### config.mk
export PLATFORM = sky130hd
export DESIGN_NAME = idle_power_state_controller_unit_flat
export DESIGN_NICKNAME = d
export VERILOG_FILES = /design/src/rtl/core/ipsc_pkg.sv /design/src/rtl/core/ipsc_if.sv /design/src/rtl/core/idle_power_state_controller_unit.sv /design/src/rtl/core/ipsc_cfg.sv /design/src/rtl/core/ipsc_step.sv /design/src/flat_wrapper.sv
export VERILOG_INCLUDE_DIRS = /design/src /design/src/rtl/core
export SDC_FILE = /design/constraint.sdc
export NUM_CORES = 1
export LEC_CHECK = 0
export BUFFER_PORTS_ARGS = -buffer_cell sky130_fd_sc_hd__buf_4
export CAP_MARGIN = 10
export CELL_PAD_IN_SITES_DETAIL_PLACEMENT = 1
export CELL_PAD_IN_SITES_GLOBAL_PLACEMENT = 1
export CORE_UTILIZATION = 40
export DETAILED_ROUTE_END_ITERATION = 8
export PLACE_DENSITY_LB_ADDON = 0.1
export SLEW_MARGIN = 15
export SYNTH_ARGS = -nofsm -noshare
export SYNTH_HDL_FRONTEND = slang
export SYNTH_SLANG_ARGS = --single-unit
### constraint.sdc
create_clock -name clk -period 7.77 [get_ports clk]
set_input_delay 0.777 -clock clk [delete_from_list [all_inputs] [get_ports clk]]
set_output_delay 0.777 -clock clk [all_outputs]
set_load 0.02 [all_outputs]
### src/rtl/core/idle_power_state_controller_unit_defines.svh
// ----------------------------------------------------------------------------
// Idle power state controller: assertion macros
// Immediate-consequence and next-cycle property macros; empty under SYNTH.
// ----------------------------------------------------------------------------
`ifndef IDLE_POWER_STATE_CONTROLLER_UNIT_DEFINES_SVH
`define IDLE_POWER_STATE_CONTROLLER_UNIT_DEFINES_SVH

`ifndef SYNTH
`define IPSC_ASSERT_NOW(label, clk, rst_n, ante, cons, msg) \
    label: assert property (@(posedge clk) disable iff (!rst_n) (ante) |-> (cons)) \
        else $error(msg);
`define IPSC_ASSERT_NEXT(label, clk, rst_n, ante, cons, msg) \
    label: assert property (@(posedge clk) disable iff (!rst_n) (ante) |=> (cons)) \
        else $error(msg);
`else
`define IPSC_ASSERT_NOW(label, clk, rst_n, ante, cons, msg)
`define IPSC_ASSERT_NEXT(label, clk, rst_n, ante, cons, msg)
`endif

`endif

### src/rtl/core/ipsc_pkg.sv
// ----------------------------------------------------------------------------
// Idle power state controller package
// Shared widths, codes, reset values, word types and the dim level function.
// ----------------------------------------------------------------------------
package ipsc_pkg;

    localparam int LevelWidth    = 8;
    localparam int TimeWidth     = 24;
    localparam int CfgIndexWidth = 3;
    localparam int CfgDataWidth  = 24;

    typedef enum logic [1:0] {
        OP_TICK       = 2'd0,
        OP_ACTIVITY   = 2'd1,
        OP_FORCE      = 2'd2,
        OP_BRIGHTNESS = 2'd3
    } opcode_t;

    typedef enum logic [1:0] {
        ST_ACTIVE = 2'd0,
        ST_DIM    = 2'd1,
        ST_OFF    = 2'd2,
        ST_DEEP   = 2'd3
    } pstate_t;

    localparam logic [CfgIndexWidth-1:0] REG_ACTIVE_BRIGHTNESS  = 3'd0;
    localparam logic [CfgIndexWidth-1:0] REG_SLEEP_TIMEOUT      = 3'd1;
    localparam logic [CfgIndexWidth-1:0] REG_DIM_TIMEOUT        = 3'd2;
    localparam logic [CfgIndexWidth-1:0] REG_DEEP_SLEEP_TIMEOUT = 3'd3;

    localparam logic [LevelWidth-1:0] BRIGHTNESS_RST = 8'd128;
    localparam logic [TimeWidth-1:0]  SLEEP_TO_RST   = 24'd60000;
    localparam logic [TimeWidth-1:0]  DIM_TO_RST     = 24'd15000;
    localparam logic [TimeWidth-1:0]  DEEP_TO_RST    = 24'd300000;
    localparam logic [TimeWidth-1:0]  IDLE_MAX       = {TimeWidth{1'b1}};
    localparam logic [LevelWidth-1:0] DIM_FLOOR      = 8'd5;

    typedef struct packed {
        logic [LevelWidth-1:0] active_brightness;
        logic [TimeWidth-1:0]  sleep_timeout;
        logic [TimeWidth-1:0]  dim_timeout;
        logic [TimeWidth-1:0]  deep_sleep_timeout;
    } cfg_t;

    typedef struct packed {
        pstate_t               mode;
        logic [TimeWidth-1:0]  idle_count;
        logic [LevelWidth-1:0] shown_level;
        logic [LevelWidth-1:0] kept_level;
        logic                  radio_mode;
        logic                  ui_dark;
    } ctx_t;

    typedef struct packed {
        logic [1:0]            opcode;
        logic [1:0]            forced_state;
        logic [LevelWidth-1:0] brightness_level;
        logic                  external_power;
    } cmd_t;

    typedef struct packed {
        logic [1:0]            power_state;
        logic [LevelWidth-1:0] display_brightness;
        logic [LevelWidth-1:0] stored_brightness;
        logic                  radio_save;
        logic                  ui_asleep;
        logic                  deep_sleep_request;
    } rsp_t;

    // x * 25 / 100 is exactly x / 4
    function automatic logic [LevelWidth-1:0] dim_level(input logic [LevelWidth-1:0] ab);
        logic [LevelWidth-1:0] q;
        q = {2'b00, ab[LevelWidth-1:2]};
        return (q < DIM_FLOOR) ? DIM_FLOOR : q;
    endfunction

endpackage

### src/rtl/core/ipsc_if.sv
// ----------------------------------------------------------------------------
// Idle power state controller channels
// Command and status channels, valid/ready with the payload fields.
// ----------------------------------------------------------------------------
interface ipsc_cmd_if;
    logic                           valid;
    logic                           ready;
    logic [1:0]                     opcode;
    logic [1:0]                     forced_state;
    logic [ipsc_pkg::LevelWidth-1:0] brightness_level;
    logic                           external_power;

    modport source (output valid, output opcode, output forced_state,
                    output brightness_level, output external_power, input ready);
    modport sink   (input valid, input opcode, input forced_state,
                    input brightness_level, input external_power, output ready);
endinterface

interface ipsc_rsp_if;
    logic                           valid;
    logic                           ready;
    logic [1:0]                     power_state;
    logic [ipsc_pkg::LevelWidth-1:0] display_brightness;
    logic [ipsc_pkg::LevelWidth-1:0] stored_brightness;
    logic                           radio_save;
    logic                           ui_asleep;
    logic                           deep_sleep_request;

    modport source (output valid, output power_state, output display_brightness,
                    output stored_brightness, output radio_save, output ui_asleep,
                    output deep_sleep_request, input ready);
    modport sink   (input valid, input power_state, input display_brightness,
                    input stored_brightness, input radio_save, input ui_asleep,
                    input deep_sleep_request, output ready);
endinterface

### src/rtl/core/idle_power_state_controller_unit.sv
// ----------------------------------------------------------------------------
// Idle power state controller
// Four-state display and radio power control driven by command words.
// ----------------------------------------------------------------------------
// Usage: command words (tick, activity, force state, set brightness) enter on
// cmd; each produces exactly one status word on status, in order.
// Config registers are written via cfg_we/cfg_index/cfg_data; unknown indices
// are dropped. Users write only while no word is in flight (not enforced).
// Order: a taken command is registered, then stepped against the context into
// the status register once status may advance; it is shown from then on.
// Throughput: one word per cycle unless status is held; the step is one pass
// of compare and select logic between the command and status registers.
// Reset: state active, idle count zero, both levels 128, radio balanced,
// ui awake, registers at their default values, both stages empty.
// Stall: when status is held, the command register still takes one word;
// after that cmd.ready drops until status is taken. No word is dropped.
// ----------------------------------------------------------------------------
`include "idle_power_state_controller_unit_defines.svh"

module idle_power_state_controller_unit (
    input  logic                              clk,
    input  logic                              rst_n,
    input  logic                              cfg_we,
    input  logic [ipsc_pkg::CfgIndexWidth-1:0] cfg_index,
    input  logic [ipsc_pkg::CfgDataWidth-1:0]  cfg_data,
    ipsc_cmd_if.sink                          cmd,
    ipsc_rsp_if.source                        status
);
    import ipsc_pkg::*;

    cfg_t cfg;
    ctx_t ctx_reg;
    ctx_t ctx_next;
    ctx_t ctx_step;
    cmd_t cmd_reg;
    cmd_t cmd_in;
    rsp_t rsp_reg;
    rsp_t rsp_step;
    logic cmd_valid_reg;
    logic cmd_valid_next;
    logic rsp_valid_reg;
    logic rsp_valid_next;
    logic advance;
    logic cmd_fire;

    ipsc_cfg u_cfg (
        .clk   (clk),
        .rst_n (rst_n),
        .we    (cfg_we),
        .index (cfg_index),
        .data  (cfg_data),
        .cfg   (cfg)
    );

    ipsc_step u_step (
        .cfg     (cfg),
        .ctx     (ctx_reg),
        .cmd     (cmd_reg),
        .ctx_out (ctx_step),
        .rsp     (rsp_step)
    );

    assign cmd_in.opcode           = cmd.opcode;
    assign cmd_in.forced_state     = cmd.forced_state;
    assign cmd_in.brightness_level = cmd.brightness_level;
    assign cmd_in.external_power   = cmd.external_power;

    assign advance   = !rsp_valid_reg || status.ready;
    assign cmd.ready = !cmd_valid_reg || advance;
    assign cmd_fire  = cmd.valid && cmd.ready;

    always_comb
    begin
        cmd_valid_next = cmd_fire || (cmd_valid_reg && !advance);
        rsp_valid_next = advance ? cmd_valid_reg : rsp_valid_reg;
        ctx_next       = (advance && cmd_valid_reg) ? ctx_step : ctx_reg;
    end

    always_ff @(posedge clk or negedge rst_n)
    begin
        if (!rst_n)
        begin
            cmd_valid_reg       <= 1'b0;
            rsp_valid_reg       <= 1'b0;
            ctx_reg.mode        <= ST_ACTIVE;
            ctx_reg.idle_count  <= '0;
            ctx_reg.shown_level <= BRIGHTNESS_RST;
            ctx_reg.kept_level  <= BRIGHTNESS_RST;
            ctx_reg.radio_mode  <= 1'b0;
            ctx_reg.ui_dark     <= 1'b0;
        end
        else
        begin
            cmd_valid_reg <= cmd_valid_next;
            rsp_valid_reg <= rsp_valid_next;
            ctx_reg       <= ctx_next;
        end
    end

    always_ff @(posedge clk)
    begin
        if (cmd_fire)
        begin
            cmd_reg <= cmd_in;
        end
        if (advance && cmd_valid_reg)
        begin
            rsp_reg <= rsp_step;
        end
    end

    assign status.valid              = rsp_valid_reg;
    assign status.power_state        = rsp_reg.power_state;
    assign status.display_brightness = rsp_reg.display_brightness;
    assign status.stored_brightness  = rsp_reg.stored_brightness;
    assign status.radio_save         = rsp_reg.radio_save;
    assign status.ui_asleep          = rsp_reg.ui_asleep;
    assign status.deep_sleep_request = rsp_reg.deep_sleep_request;

    `IPSC_ASSERT_NOW(a_radio_ui_match, clk, rst_n, 1'b1, ctx_reg.radio_mode == ctx_reg.ui_dark, "radio and ui flags disagree")
    `IPSC_ASSERT_NOW(a_off_saves_radio, clk, rst_n, ctx_reg.mode == ST_OFF || ctx_reg.mode == ST_DEEP, ctx_reg.radio_mode, "screen off without radio saving")
    `IPSC_ASSERT_NEXT(a_activity_clears, clk, rst_n, advance && cmd_valid_reg && cmd_reg.opcode == OP_ACTIVITY, ctx_reg.idle_count == '0, "idle count not cleared by activity")
    `IPSC_ASSERT_NOW(a_full_blocks, clk, rst_n, rsp_valid_reg && !status.ready && cmd_valid_reg, !cmd.ready, "command taken with both stages full")

endmodule

### src/rtl/core/ipsc_cfg.sv
// ----------------------------------------------------------------------------
// Idle power state controller configuration registers
// Write-only register file; indices beyond the last register are ignored.
// ----------------------------------------------------------------------------
module ipsc_cfg (
    input  logic                              clk,
    input  logic                              rst_n,
    input  logic                              we,
    input  logic [ipsc_pkg::CfgIndexWidth-1:0] index,
    input  logic [ipsc_pkg::CfgDataWidth-1:0]  data,
    output ipsc_pkg::cfg_t                    cfg
);
    import ipsc_pkg::*;

    cfg_t cfg_reg;
    cfg_t cfg_next;

    always_comb
    begin
        cfg_next = cfg_reg;
        if (we)
        begin
            unique case (index)
                REG_ACTIVE_BRIGHTNESS:  cfg_next.active_brightness  = data[LevelWidth-1:0];
                REG_SLEEP_TIMEOUT:      cfg_next.sleep_timeout      = data[TimeWidth-1:0];
                REG_DIM_TIMEOUT:        cfg_next.dim_timeout        = data[TimeWidth-1:0];
                REG_DEEP_SLEEP_TIMEOUT: cfg_next.deep_sleep_timeout = data[TimeWidth-1:0];
                default:                cfg_next = cfg_reg;
            endcase
        end
    end

    always_ff @(posedge clk or negedge rst_n)
    begin
        if (!rst_n)
        begin
            cfg_reg.active_brightness  <= BRIGHTNESS_RST;
            cfg_reg.sleep_timeout      <= SLEEP_TO_RST;
            cfg_reg.dim_timeout        <= DIM_TO_RST;
            cfg_reg.deep_sleep_timeout <= DEEP_TO_RST;
        end
        else
        begin
            cfg_reg <= cfg_next;
        end
    end

    assign cfg = cfg_reg;

endmodule

### src/rtl/core/ipsc_step.sv
// ----------------------------------------------------------------------------
// Idle power state controller step logic
// Next context and status word for one command word.
// ----------------------------------------------------------------------------
module ipsc_step (
    input  ipsc_pkg::cfg_t cfg,
    input  ipsc_pkg::ctx_t ctx,
    input  ipsc_pkg::cmd_t cmd,
    output ipsc_pkg::ctx_t ctx_out,
    output ipsc_pkg::rsp_t rsp
);
    import ipsc_pkg::*;

    logic [TimeWidth-1:0] idle_inc;
    logic                 pulse;
    ctx_t                 nx;

    assign idle_inc = (ctx.idle_count == IDLE_MAX) ? ctx.idle_count
                                                   : ctx.idle_count + 1'b1;

    always_comb
    begin
        nx    = ctx;
        pulse = 1'b0;
        unique case (opcode_t'(cmd.opcode))
            OP_TICK:
            begin
                nx.idle_count = idle_inc;
                unique case (ctx.mode)
                    ST_ACTIVE, ST_DIM:
                    begin
                        if (idle_inc > cfg.sleep_timeout)
                        begin
                            nx.mode        = ST_OFF;
                            nx.shown_level = '0;
                            nx.radio_mode  = 1'b1;
                            nx.ui_dark     = 1'b1;
                        end
                        else if (ctx.mode == ST_ACTIVE && idle_inc > cfg.dim_timeout)
                        begin
                            nx.mode        = ST_DIM;
                            nx.shown_level = dim_level(cfg.active_brightness);
                        end
                    end
                    ST_OFF:
                    begin
                        if (idle_inc > cfg.deep_sleep_timeout && !cmd.external_power)
                        begin
                            nx.mode        = ST_DEEP;
                            nx.shown_level = '0;
                            pulse          = 1'b1;
                        end
                    end
                    default: ;
                endcase
            end
            OP_ACTIVITY:
            begin
                nx.idle_count = '0;
                if (ctx.mode != ST_ACTIVE)
                begin
                    nx.mode        = ST_ACTIVE;
                    nx.kept_level  = cfg.active_brightness;
                    nx.shown_level = cfg.active_brightness;
                    // on activity, only a wake from screen off or deep sleep restores radio and ui
                    if (ctx.mode == ST_OFF || ctx.mode == ST_DEEP)
                    begin
                        nx.radio_mode = 1'b0;
                        nx.ui_dark    = 1'b0;
                    end
                end
            end
            OP_FORCE:
            begin
                nx.mode = pstate_t'(cmd.forced_state);
                unique case (pstate_t'(cmd.forced_state))
                    ST_ACTIVE:
                    begin
                        nx.shown_level = cfg.active_brightness;
                        nx.radio_mode  = 1'b0;
                        nx.ui_dark     = 1'b0;
                    end
                    ST_DIM:
                    begin
                        nx.shown_level = dim_level(cfg.active_brightness);
                    end
                    default:
                    begin
                        nx.shown_level = '0;
                        nx.radio_mode  = 1'b1;
                        nx.ui_dark     = 1'b1;
                    end
                endcase
            end
            default:
            begin
                nx.kept_level  = cmd.brightness_level;
                nx.shown_level = cmd.brightness_level;
            end
        endcase
    end

    assign ctx_out                = nx;
    assign rsp.power_state        = nx.mode;
    assign rsp.display_brightness = nx.shown_level;
    assign rsp.stored_brightness  = nx.kept_level;
    assign rsp.radio_save         = nx.radio_mode;
    assign rsp.ui_asleep          = nx.ui_dark;
    assign rsp.deep_sleep_request = pulse;

endmodule
### src/flat_wrapper.sv
// flat-port wrapper written by rule: the top's interface ports become plain ports
module idle_power_state_controller_unit_flat import ipsc_pkg::*;
  (clk, rst_n, cfg_we, cfg_index, cfg_data, cmd_valid, cmd_opcode, cmd_forced_state, cmd_brightness_level, cmd_external_power, cmd_ready, status_valid, status_power_state, status_display_brightness, status_stored_brightness, status_radio_save, status_ui_asleep, status_deep_sleep_request, status_ready);
  ipsc_cmd_if cmd_i ();
  ipsc_rsp_if status_i ();
  input  logic clk;
  input  logic rst_n;
  input  logic cfg_we;
  input  logic [ipsc_pkg::CfgIndexWidth-1:0] cfg_index;
  input  logic [ipsc_pkg::CfgDataWidth-1:0] cfg_data;
  input wire logic [$bits(cmd_i.valid)-1:0] cmd_valid;
  input wire logic [$bits(cmd_i.opcode)-1:0] cmd_opcode;
  input wire logic [$bits(cmd_i.forced_state)-1:0] cmd_forced_state;
  input wire logic [$bits(cmd_i.brightness_level)-1:0] cmd_brightness_level;
  input wire logic [$bits(cmd_i.external_power)-1:0] cmd_external_power;
  output wire logic [$bits(cmd_i.ready)-1:0] cmd_ready;
  output wire logic [$bits(status_i.valid)-1:0] status_valid;
  output wire logic [$bits(status_i.power_state)-1:0] status_power_state;
  output wire logic [$bits(status_i.display_brightness)-1:0] status_display_brightness;
  output wire logic [$bits(status_i.stored_brightness)-1:0] status_stored_brightness;
  output wire logic [$bits(status_i.radio_save)-1:0] status_radio_save;
  output wire logic [$bits(status_i.ui_asleep)-1:0] status_ui_asleep;
  output wire logic [$bits(status_i.deep_sleep_request)-1:0] status_deep_sleep_request;
  input wire logic [$bits(status_i.ready)-1:0] status_ready;
  assign cmd_i.valid = cmd_valid;
  assign cmd_i.opcode = cmd_opcode;
  assign cmd_i.forced_state = cmd_forced_state;
  assign cmd_i.brightness_level = cmd_brightness_level;
  assign cmd_i.external_power = cmd_external_power;
  assign cmd_ready = cmd_i.ready;
  assign status_valid = status_i.valid;
  assign status_power_state = status_i.power_state;
  assign status_display_brightness = status_i.display_brightness;
  assign status_stored_brightness = status_i.stored_brightness;
  assign status_radio_save = status_i.radio_save;
  assign status_ui_asleep = status_i.ui_asleep;
  assign status_deep_sleep_request = status_i.deep_sleep_request;
  assign status_i.ready = status_ready;
  idle_power_state_controller_unit u_core (.clk(clk), .rst_n(rst_n), .cfg_we(cfg_we), .cfg_index(cfg_index), .cfg_data(cfg_data), .cmd(cmd_i), .status(status_i));
endmodule
Word-level counts from Yosys, hierarchy flattened --
Index checks and enable logic that the tools add are counted.
Operators by class: add/sub/neg operators 1, muxes and demuxes 23, equality and inequality tests 10, $lt $le $gt $ge 4, reductions and logical operators 27
Operators by type and width (number):
- greater-than comparator 24 bit | 3
- case mux 24 bit (2 select lines) | 1
- case mux 8 bit (2 select lines) | 3
- adder 24 x 1 -> 24 bit, second input constant | 1
- == test 24 bit, second input constant | 1
- two-way mux 24 bit | 1
- two-way mux 8 bit | 3
- case mux 8 bit (3 select lines) | 1
- two-way mux 18 bit | 1
- two-way mux 2 bit | 7
- case mux 2 bit (3 select lines) | 2
- AND reduction 2 bit | 6
- case mux 2 bit (2 select lines) | 2
- == test 2 x 1 -> 1 bit, second input constant | 3
- == test 2 bit, second input constant | 3
- == test 3 x 2 -> 1 bit, second input constant | 2
- zero test 2 bit | 3
- less-than comparator 6 x 3 -> 1 bit, second input constant | 1
- two-way mux 6 bit | 1
- logical AND 1 bit | 5
- zero test 1 bit | 4
- logical OR 1 bit | 4
- nonzero test 2 bit | 2
- OR reduction 2 bit | 2
- other kinds (3) | 3
Storage, ports and cells: logic and storage cells 87, output and inout bits 23, input port bits 45, register bits after elaboration 160

Logic depth before layout (Yosys ltp) --
Gate-level depths: netlist (run 1).
depth after elaboration 8, mapped depth 18, depth with buffers taken out 16

Modules after synthesis --
Synthesis (run 1) repeated with hierarchy kept, for this count alone.
Unflattened totals: cells, all modules 880, area total of the unflattened synthesis 9927.0 um2
Modules (own cells, without submodules):
- ipsc_step | area an instance 3739.8 um2, cells each 573, seq. area each 0.0 um2, times used 1
- ipsc_cfg | area an instance 3270.6 um2, cells each 172, seq. area each 2030.7 um2, times used 1
- idle_power_state_controller_unit | area an instance 2916.5 um2, cells each 135, seq. area each 2174.6 um2, times used 1

Worst setup path before layout (run 1) --
No wires, ideal clock.
path type register to register, from register u_core.ctx_reg[21] (netlist name), to register u_core.rsp_reg, in the netlist u_core.status.display_brightness[3], data pin, setup slack 4.058 ns, clock period less this slack 3.712 ns, setup time 0.254 ns, required time 7.516 ns, path buffers 2, arrival time 3.458 ns, cell stages (with the launch flop) 18, path through dfrtp_1 > buf_2 > nand4_1 > nor4_4 > and4_1 > and4bb_4 > and4_4 > xor2_1 > ha_1 > nand4_1 > nor3_1 > a22o_1 > or3_1 > o21ai_1 > buf_4 > mux2i_1 > o21ai_1 > a21o_1
RTL lines:
- start, declared | RTL line idle_power_state_controller_unit.sv:32 | ctx_t ctx_reg;
- start signal, assigned | RTL line idle_power_state_controller_unit.sv:96 | ctx_reg <= ctx_next;
- end signal, assigned | RTL line idle_power_state_controller_unit.sv:108 | rsp_reg <= rsp_step;
- end, declared | RTL line idle_power_state_controller_unit.sv:37 | rsp_t rsp_reg;

==> summary.md, run 1 <==
| Metric | Value |
|---|---|
| Status | `finished with violations` |
| Failing checks | `DRC` |
| Critical Path Fanout Max | `11` |
| Clock Latency Late Sink | `0.44 ns` |
| Num Clock Sinks | `160` |
| Synth unique cells | `69` |
| Cell Int Power | `1.76 mW` |
| Max_cap viols | `0` |
| Clk_skew | `0.0126 ns` |
| Static Leak | `4.70 nW` |
| Top Family by Delay on Critical Path | `compound AO/OA/AOI/OAI gates` |
| Critical path startpoint category | `flop` |
| Post-DRT Antenna Nets | `0` |
| Total Negative Setup Slacks | `0 ns` |
| Max reg flops | `80` |
| Cell Pwr Density | `243 nW/um^2` |
| Slowest cell delay on critical path | `0.74 ns` |
| H-tree depth | `4` |
| Crit path time final | `5.01 ns` |
| Row count | `54` |
| Wire per inst | `19.2 um` |
| # placed instances | `1,242` |
| Required @ worst endpoint | `8.02 ns` |
| Combinational share of power | `22.1%` |
| Main synth FF type | `dfrtp_1` |
| CTS buffer count | `17` |
| Die height | `153 um` |
| Area delta synth->final | `15.2%` |
| I/O pins | `68` |
| Syn_nets | `1,040` |
| Final setup fails | `0` |
| Met1 usage | `33.2%` |
| Commonest non-fill, non-tap cell in the layout | `nand2_1` |
| Gr busiest metal | `met2` |
| Critical Path End Type | `flop` |
| Hold-fix buffers at CTS | `0` |
| Setup Fix Bufs, Post-CTS | `0` |
| Total Wirelength | `24.4 mm` |
| Crit-path cells | `nand4_1, nor4_4, and3_1, a21oi_1, and3_1, xor2_1, ha_1, a21oi_1, o21ai_0, a22o_1, or3_1, o21ai_1, o2111ai_2, o221ai_1` |
| DR iter-0 viols | `401` |
| Synth Area per Inst | `9.84 sq um` |
| Worst Hold Class | `in -> async` |
| CTS tree | `built` |
| Routed via count | `7,067` |
| Ant diodes | `0` |
| Final net count | `1,099` |
| Layout cells sized above 1 | `19.9%` |
| Max clock buf depth | `2` |
| VDD IR max | `0.000139 V` |
| FMAX | `200 MHz` |
| Most frequent cells in the layout | `nand2_1 (126), dfrtp_1 (101), inv_1 (84), o21ai_0 (77), buf_4 (74)` |
| Synth warnings | `0` |
| RSZ-0062 raised after global routing | `no` |
| Buf+Inv Stages, Crit Path | `0` |
| Grt total ovfl | `0` |
| Crit path depth | `14` |
| Synthesized flop and latch total | `160` |
| Post-Syn Instances | `922` |
| DP Wirelength | `17.7 mm` |
| Setup CP Type | `reg -> reg` |
| Vias per cell | `5.55` |
| Root Buffer | `clkbuf_16` |
| Clk slew on worst S/H paths | `0.07 ns` |
| Largest net degree at the start of global routing | `51` |
| Global-route track usage on met3 | `2.73%` |
| Slowest cell on the critical path | `o21ai_1` |
| Rel. slew slack | `25.4%` |
| Initial antenna violation count | `0` |
| IO Port Bufs | `67` |
| Sequential power share | `44.9%` |
| GRT Total Usage | `22.3%` |
| Vias in the first global route | `7,237` |
| Net Sw Frac | `30.8%` |
| Resized cells post-CTS | `0` |
| Die X | `153 um` |
| GPL Wtd Cong | `0.818` |
| Starting density of the core | `41.2%` |
| Final Max Slew Viols | `0` |
| Final cell count without fillers | `1,274` |
| Die area | `23,300 sq um` |
| Detailed Routing Iterations Pass 1 | `9` |
| Synth async-reset ratio | `78.8%` |
| Period utilisation layout | `64.5%` |
| Sequential area share after synthesis | `46.3%` |
| Remaining DRCs | `1` |
| Clk pwr share | `33.0%` |
| Endpoints failing hold | `0` |
| Reg2reg path depth | `14` |
| Global routing met2 resource utilization | `34.0%` |
| Worst Tran Pin Value | `1.12 ns` |
| CP Data Arrival Time | `5.26 ns` |
| Post-synth EDFFs | `34` |
| NetSw | `781 uW` |
| Synth Cell Area | `9070 sq um` |
| Core area | `22,000 sq um` |
| First-pass GRT wire length | `40.6 mm` |
-- per-layer routing --
metal / wire length, um / up-vias
met1: 12600 / 3540
met2: 10900 / 93
met4: 296 / 0
met3: 565 / 21
met5: 0 / -
li1: - / 3413
-- synthesized netlist by cell type, types with 5 or more instances --
cell type,n,share of area [%]
o21ai_1,20,1.1
and2_1,7,0.48
nand4_1,16,1.1
nor2b_1,5,0.34
nand3_1,17,0.94
edfxtp_1,34,11
nand2_1,126,5.2
clkbuf_1,28,1.2
and4_1,6,0.58
o22ai_1,19,1.3
dfstp_2,25,7.2
xor2_1,11,1.1
o21a_1,5,0.41
xnor2_1,8,0.77
nor3_1,11,0.61
a21o_1,10,0.83
nand2b_1,7,0.48
inv_1,84,3.5
o31ai_1,5,0.41
a31oi_1,10,0.69
a21oi_1,60,3.3
o21ai_0,77,4.2
nor2_1,28,1.2
and3_1,5,0.34
ha_1,73,10
mux2_2,44,5.5
a22o_1,12,1.2
dfrtp_1,101,28
-- final timing paths --
kind / endpoint / startpoint / slack [ns]
min: u_core.u_cfg.cfg[11]$_DFFE_PN0P_ / rst_n / 0.27
max: u_core.status.display_brightness[0]$_DFFE_PP_ / u_core.ctx_reg[21]$_DFFE_PN0P_ / 2.76
max in group asynchronous: u_core.ctx_reg[38]$_DFFE_PN0P_ / rst_n / 6.41
max reg2reg: u_core.status.display_brightness[0]$_DFFE_PP_ / u_core.ctx_reg[21]$_DFFE_PN0P_ / 2.76
min reg2reg: u_core.status.valid$_DFFE_PN0P_ / u_core.cmd_valid_reg$_DFF_PN0_ / 0.51
min in group clk: u_core.status.valid$_DFFE_PN0P_ / u_core.cmd_valid_reg$_DFF_PN0_ / 0.51
-- per-stage QoR --
| step | utilization [%] | setup slack, ns | hold slack (ns) | power, mW | instance area (sq um) |
|---|---|---|---|---|---|
| 2_1_floorplan | - | 4.06 | 0.456 | 1.51 | 9070 |
| 3_3_place_gp | 44.9 | 2.95 | 0.476 | 1.69 | 9880 |
| 3_5_place_dp | 44.9 | 2.87 | 0.493 | 1.71 | 9880 |
| 4_1_cts | 47.4 | 2.83 | 0.282 | 2.56 | 10500 |
| 5_1_grt | 47.4 | 2.40 | 0.302 | 2.68 | 10500 |
| 6_report | 47.4 | 2.76 | 0.270 | 2.54 | 10500 |
-- power groups by stage --
stage	logic, mW	clock network [mW]	registers (mW)
final	0.559	0.837	1.14
after global routing	0.634	0.888	1.16
after CTS	0.567	0.858	1.14
after detailed placement	0.562	0	1.15
after global placement	0.547	0	1.15
after floorplan	0.370	0	1.14
-- area by class of cell --
cell class | count | area (sq um)
fill | 2518 | 11600
clock inverter | 12 | 134
multi-input combinational | 643 | 4450
timing repair buffer | 74 | 556
tap | 280 | 350
clock buffer | 20 | 437
sequential | 160 | 4210
inverter | 85 | 319
-- cell families (layout without fill, tap and decap cells) --
family | count (synthesis) | after routing | share of synthesized area (%)
fa+ha+maj | 73 | 73 | 10.1
mux | 48 | 48 | 5.90
simple gates | 253 | 253 | 14.1
buf+inv | 119 | 191 | 4.99
flops | 160 | 160 | 46.3
xor+xnor | 19 | 19 | 1.83
compound gates | 250 | 250 | 16.8
No activity file was read; power rests on OpenSTA's default activity.
==> run 2: changes to the inputs <==
==> constraint.sdc (replaced) <==
create_clock -name clk -period 4.05 [get_ports clk]
set_input_delay 0.405 -clock clk [delete_from_list [all_inputs] [get_ports clk]]
set_output_delay 0.405 -clock clk [all_outputs]
set_load 0.02 [all_outputs]
==> run 2 against run 1 <==
Net effect: the run ends with DRC, setup timing left; critical path depth grew 4; via count grew 5.9%; sequential power grew 92%; power grew 96%; cell count grew 7.8%; clock-buffer cell count shrank 2; largest power group unchanged; highest routed layer unchanged.
==> summary.md, run 2 (synthesized netlist as in run 1, its figures left out) <==
| Metric | Value |
|---|---|
| Final Worst Setup Slack | `-0.0780 ns` |
| Detailed Routing Iterations Pass 1 | `9` |
| Root Buffer | `clkbuf_16` |
| Worst Hold Class | `in -> async` |
| Starting density of the core | `41.2%` |
| Critical Path Fanout Max | `6` |
| Max_cap viols | `0` |
| Max reg flops | `80` |
| Most frequent cells in the layout | `buf_4 (165), nand2_1 (121), dfrtp_1 (101), inv_1 (83), o21ai_0 (75)` |
| Critical Path Start | `u_core.ctx_reg[23]$_DFFE_PN0P_` |
| Final Hold Slack | `0.0197 ns` |
| Num Clock Sinks | `160` |
| Cell Pwr Density | `426 nW/um^2` |
| Final net count | `1,199` |
| Setup CP Type | `reg -> reg` |
| # placed instances | `1,328` |
| Wire per inst | `19.2 um` |
| Clk_skew | `0.0174 ns` |
| CTS buffer count | `17` |
| Layout cells sized above 1 | `32.4%` |
| Vias in the first global route | `8,027` |
| Ant diodes | `0` |
| GPL Wtd Cong | `0.850` |
| Met1 wire length | `12.8 mm` |
| Die X | `153 um` |
| Routed via count | `7,484` |
| R2r startpoint | `u_core.ctx_reg[23]$_DFFE_PN0P_` |
| Met2 WL | `12.6 mm` |
| Post-DRT Antenna Nets | `0` |
| Commonest non-fill, non-tap cell in the layout | `buf_4` |
| Slowest cell on the critical path | `dfrtp_1` |
| Total Wirelength | `26.4 mm` |
| I/O pins | `68` |
| VDD IR max | `0.000319 V` |
| Clock Latency Late Sink | `0.44 ns` |
| Die height | `153 um` |
| Total Negative Setup Slacks | `-0.415 ns` |
| Core area | `22,000 sq um` |
| Final Util | `52.9%` |
| Critical path startpoint category | `flop` |
| CTS tree | `built` |
| FMAX | `242 MHz` |
| Row count | `54` |
| Required @ worst endpoint | `4.23 ns` |
| Largest net degree at the start of global routing | `53` |
| Clk slew on worst S/H paths | `0.08 ns` |
| Period utilisation layout | `102%` |
| GRT Total Usage | `23.5%` |
| Final cell count without fillers | `1,374` |
| Buf+Inv Stages, Crit Path | `3` |
| Endpoints failing hold | `0` |
| DR WL met3 | `715 um` |
| Grt total ovfl | `0` |
| CP Data Arrival Time | `4.31 ns` |
| Top layer in use | `met4` |
| Worst reg2reg setup slack | `-0.08 ns` |
| H-tree depth | `4` |
| Worst Tran Pin Value | `1.14 ns` |
| Vias per cell | `5.45` |
| Status | `finished with violations` |
| DR iter-0 viols | `392` |
| Crit path time final | `4.13 ns` |
| Die area | `23,300 sq um` |
| Final Max Slew Viols | `0` |
| RSZ-0062 raised after global routing | `yes` |
| Failing checks | `DRC, setup timing` |
| Max clock buf depth | `2` |
| Critical Path End Type | `flop` |
| Static Leak | `5.31 nW` |
| Hold-fix buffers at CTS | `0` |
| IO Port Bufs | `67` |
| Initial antenna violation count | `0` |
| Crit-path cells | `nand4_1, nor4_4, buf_4, and4_1, and4bb_4, and4_4, xor2_4, buf_6, ha_4, nand4_1, nor2_2, nand2_2, a21oi_1, o21ai_4, buf_6, a21oi_1, o22ai_1, a31o_2` |
| Rel. slew slack | `23.8%` |
| Final setup fails | `10` |
| Area delta synth->final | `28.5%` |
| Top Family by Delay on Critical Path | `simple AND/OR/NAND/NOR gates` |
| First-pass GRT wire length | `42.7 mm` |
| DP Wirelength | `19.2 mm` |
| Remaining DRCs | `2` |
| Slowest cell delay on critical path | `0.36 ns` |
[run 2: changes by cell type in the layout (fill, tap and decap cells not counted), sizes merged]
cell,previous run,this run
clkinv,4,5
inv,87,88
buf,74,174
clkinvlp,4,5
bufinv,2,1
clkbuf,20,18
[run 2: cell type report]
class	instances	area (sq um)
flip-flops and latches	160	4210
clock buffers	18	439
fillers	2460	10400
repair buffers	174	1340
well taps	280	350
inverters	85	319
multi-input cells	643	4880
clock inverters	14	131
[run 2: where the power goes]
group / total [mW] / internal, mW / switching, mW
combinational: 1.19 / 0.524 / 0.667
sequential: 2.19 / 1.99 / 0.194
clock: 1.59 / 0.869 / 0.723
[run 2: repair_timing]
item / 4_1_cts / 5_1_grt
buffers inserted: 6 / 8
setup endpoints to repair: 19 / 22
resized for setup: 25 / 54
pin swaps: 12 / 13
[run 2: path summary, 6_finish.rpt]
check                                                                end  depth (start not counted)
max in group asynchronous               u_core.u_cfg.cfg[36]$_DFFE_PN1P_                          2
min in group clk                             u_core.cmd_reg[3]$_DFFE_PP_                          1
max                        u_core.status.display_brightness[2]$_DFFE_PP_                         18
min                                     u_core.u_cfg.cfg[10]$_DFFE_PN0P_                          1
max reg2reg                u_core.status.display_brightness[2]$_DFFE_PP_                         18
min reg2reg                              u_core.status.valid$_DFFE_PN0P_                          1
[run 2: routing by layer]
| metal | vias up | global-route usage, % |
|---|---|---|
| met5 | - | 0 |
| met4 | 0 | 5.05 |
| met3 | 19 | 4.35 |
| met2 | 100 | 38.1 |
| met1 | 3752 | 32.6 |
| li1 | 3613 | - |
[run 2: per-stage QoR]
stage | instance area [sq um] | setup WS [ns] | power, mW
finish | 11700 | -0.0780 | 4.97
global route | 11700 | -0.245 | 5.24
CTS | 11300 | 0.00273 | 4.95
detailed placement | 10500 | -0.405 | 3.33
global placement | 10500 | -0.253 | 3.28
floorplan | 9070 | 0.338 | 2.89
==> run 3: changes to the inputs <==
--- a/config.mk
+++ b/config.mk
@@ -8,11 +8,10 @@
 export LEC_CHECK = 0
 export BUFFER_PORTS_ARGS = -buffer_cell sky130_fd_sc_hd__buf_4
 export CAP_MARGIN = 10
-export CELL_PAD_IN_SITES_DETAIL_PLACEMENT = 1
-export CELL_PAD_IN_SITES_GLOBAL_PLACEMENT = 1
 export CORE_UTILIZATION = 40
+export CTS_BUF_LIST = sky130_fd_sc_hd__clkbuf_16
+export CTS_CLUSTER_DIAMETER = 200
 export DETAILED_ROUTE_END_ITERATION = 8
-export PLACE_DENSITY_LB_ADDON = 0.1
 export SLEW_MARGIN = 15
 export SYNTH_ARGS = -nofsm -noshare
 export SYNTH_HDL_FRONTEND = slang
==> run 3 against run 2 <==
Net effect: the run now ends clean; power shrank 1.9%; combinational power shrank 5%; register-to-register slack gained 0.17 ns; flip-flop and latch count is the same; critical path depth down 1; die area unchanged; sequential share of layout area is 1.3 points higher; critical path type unchanged; highest routed layer unchanged.
==> summary.md, run 3 (synthesized netlist as in run 1, its figures left out) <==
| Metric | Value |
|---|---|
| Status | `finished, final reports clean` |
| Crit-path cells | `inv_2, nor4_4, buf_4, and4_1, and4bb_4, and4_4, xor2_4, ha_4, nand4_1, nor2_1, a22o_1, or3_4, o21ai_4, buf_6, mux2i_2, o21ai_2, a21o_1` |
| Max clock buf depth | `2` |
| CTS buffer count | `17` |
| Combinational share of power | `23.3%` |
| GRT Total Usage | `20.7%` |
| Final cell count without fillers | `1,336` |
| I/O pins | `68` |
| Clock Latency Late Sink | `0.44 ns` |
| DR iter-0 viols | `552` |
| Layout cells sized above 1 | `29.2%` |
| Final Power | `4.88 mW` |
| Die X | `153 um` |
| DP Wirelength | `16.7 mm` |
| Worst Tran Pin Value | `0.935 ns` |
| NetSw | `1.53 mW` |
| Clk_skew | `0.0109 ns` |
| Net Sw Frac | `31.4%` |
| Slowest cell delay on critical path | `0.39 ns` |
| Cell Int Power | `3.35 mW` |
| Static Leak | `5.09 nW` |
| Detailed Routing Iterations Pass 1 | `7` |
| Total Wirelength | `23.5 mm` |
| Die height | `153 um` |
| VDD IR max | `0.000298 V` |
| Endpoints failing hold | `0` |
| Placed cell areas | `10,200 sq um` |
| Most frequent cells in the layout | `buf_4 (133), nand2_1 (125), dfrtp_1 (100), inv_1 (84), o21ai_0 (77)` |
| Grt total ovfl | `0` |
| # placed instances | `1,290` |
| Final net count | `1,161` |
| First-pass GRT wire length | `38.3 mm` |
| Commonest non-fill, non-tap cell in the layout | `buf_4` |
| Critical Path Fanout Max | `6` |
| Met1 wire length | `11.8 mm` |
| CP Data Arrival Time | `4.15 ns` |
| Crit path time final | `3.96 ns` |
| RSZ-0062 raised after global routing | `yes` |
| Total Negative Setup Slacks | `0 ns` |
| Initial antenna violation count | `0` |
| Critical Path End Type | `flop` |
| Final Util | `51.1%` |
| Starting density of the core | `41.2%` |
| Top layer in use | `met4` |
| Vias per cell | `5.46` |
| Max reg flops | `80` |
| Root Buffer | `clkbuf_16` |
| Row count | `54` |
| Top Family by Delay on Critical Path | `simple AND/OR/NAND/NOR gates` |
| Wire per inst | `17.6 um` |
| Final setup fails | `0` |
| Remaining DRCs | `0` |
| Vias in the first global route | `7,054` |
| Clk slew on worst S/H paths | `0.07 ns` |
| Final Max Slew Viols | `0` |
| CTS tree | `built` |
| Max_cap viols | `0` |
| Worst Hold Class | `in -> async` |
| H-tree depth | `4` |
| Sequential power share | `44.7%` |
| Die area | `23,300 sq um` |
| Critical path startpoint category | `flop` |
| Ant diodes | `0` |
| DR WL met3 | `1.08 mm` |
| Final Worst Setup Slack | `0.0913 ns` |
| GPL Wtd Cong | `0.858` |
| Cell Pwr Density | `433 nW/um^2` |
| Met2 WL | `10.4 mm` |
| Slowest cell on the critical path | `dfrtp_1` |
| Clk pwr share | `32.1%` |
| Fin area | `11,300 sq um` |
| Post-DRT Antenna Nets | `0` |
| Final Hold Slack | `0.0809 ns` |
| Pre-CTS WS | `-0.126 ns` |
| Largest net degree at the start of global routing | `66` |
| Rel. slew slack | `37.7%` |
| FMAX | `253 MHz` |
| Num Clock Sinks | `160` |
| Buf+Inv Stages, Crit Path | `3` |
| Required @ worst endpoint | `4.24 ns` |
| Routed via count | `7,296` |
| Area delta synth->final | `24.0%` |
| Core area | `22,000 sq um` |
| IO Port Bufs | `67` |
| Period utilisation layout | `97.7%` |
| Setup CP Type | `reg -> reg` |
==> run 3: layout make-up <==
cell class              count  area, sq um
fillers                  1992        10800
multi-input cells         643         4800
flip-flops and latches    160         4210
repair buffers            136         1030
clock buffers              17          425
well taps                 280          350
inverters                  85          319
clock inverters            15          133
==> run 3: layer usage <==
layer / GRT usage (%) / up-vias
met1: 31.0 / 3571
met4: 4.91 / 0
met3: 3.38 / 19
li1: - / 3534
met5: 0 / -
met2: 31.1 / 172
==> run 3: what timing repair did <==
item / 4_1_cts / 5_1_grt
endpoints found under the hold margin: 0 / 0
gates resized for setup: 6 / 52
pin swaps: 2 / 23
hold buffers: 0 / 0
endpoints found under the setup margin: 16 / 24
buffers inserted: 2 / 11
cloned: 0 / 1
==> run 3: power groups by stage <==
stage	combinational, mW	clock (mW)	sequential [mW]
6_report	1.13	1.56	2.18
5_1_grt	1.27	1.66	2.21
4_1_cts	1.09	1.59	2.17
3_5_place_dp	1.08	0	2.20
2_1_floorplan	0.710	0	2.18
3_3_place_gp	1.06	0	2.19
==> run 3: worst paths after layout <==
path / to / start / cells past startpoint / slack [ns]
worst max-delay path: u_core.status.display_brightness[3]$_DFFE_PP_ / u_core.ctx_reg[25]$_DFFE_PN0P_ / 17 / 0.09
worst min-delay path: u_core.u_cfg.cfg[13]$_DFFE_PN0P_ / rst_n / 1 / 0.08
worst max register to register: u_core.status.display_brightness[3]$_DFFE_PP_ / u_core.ctx_reg[25]$_DFFE_PN0P_ / 17 / 0.09
worst min register to register: u_core.ctx_reg[16]$_DFFE_PN0P_ / u_core.ctx_reg[16]$_DFFE_PN0P_ / 1 / 0.50
max in group asynchronous: u_core.ctx_reg[9]$_DFFE_PN1P_ / rst_n / 2 / 2.97
min in group clk: u_core.cmd_reg[8]$_DFFE_PP_ / cmd_brightness_level[7] / 1 / 0.14
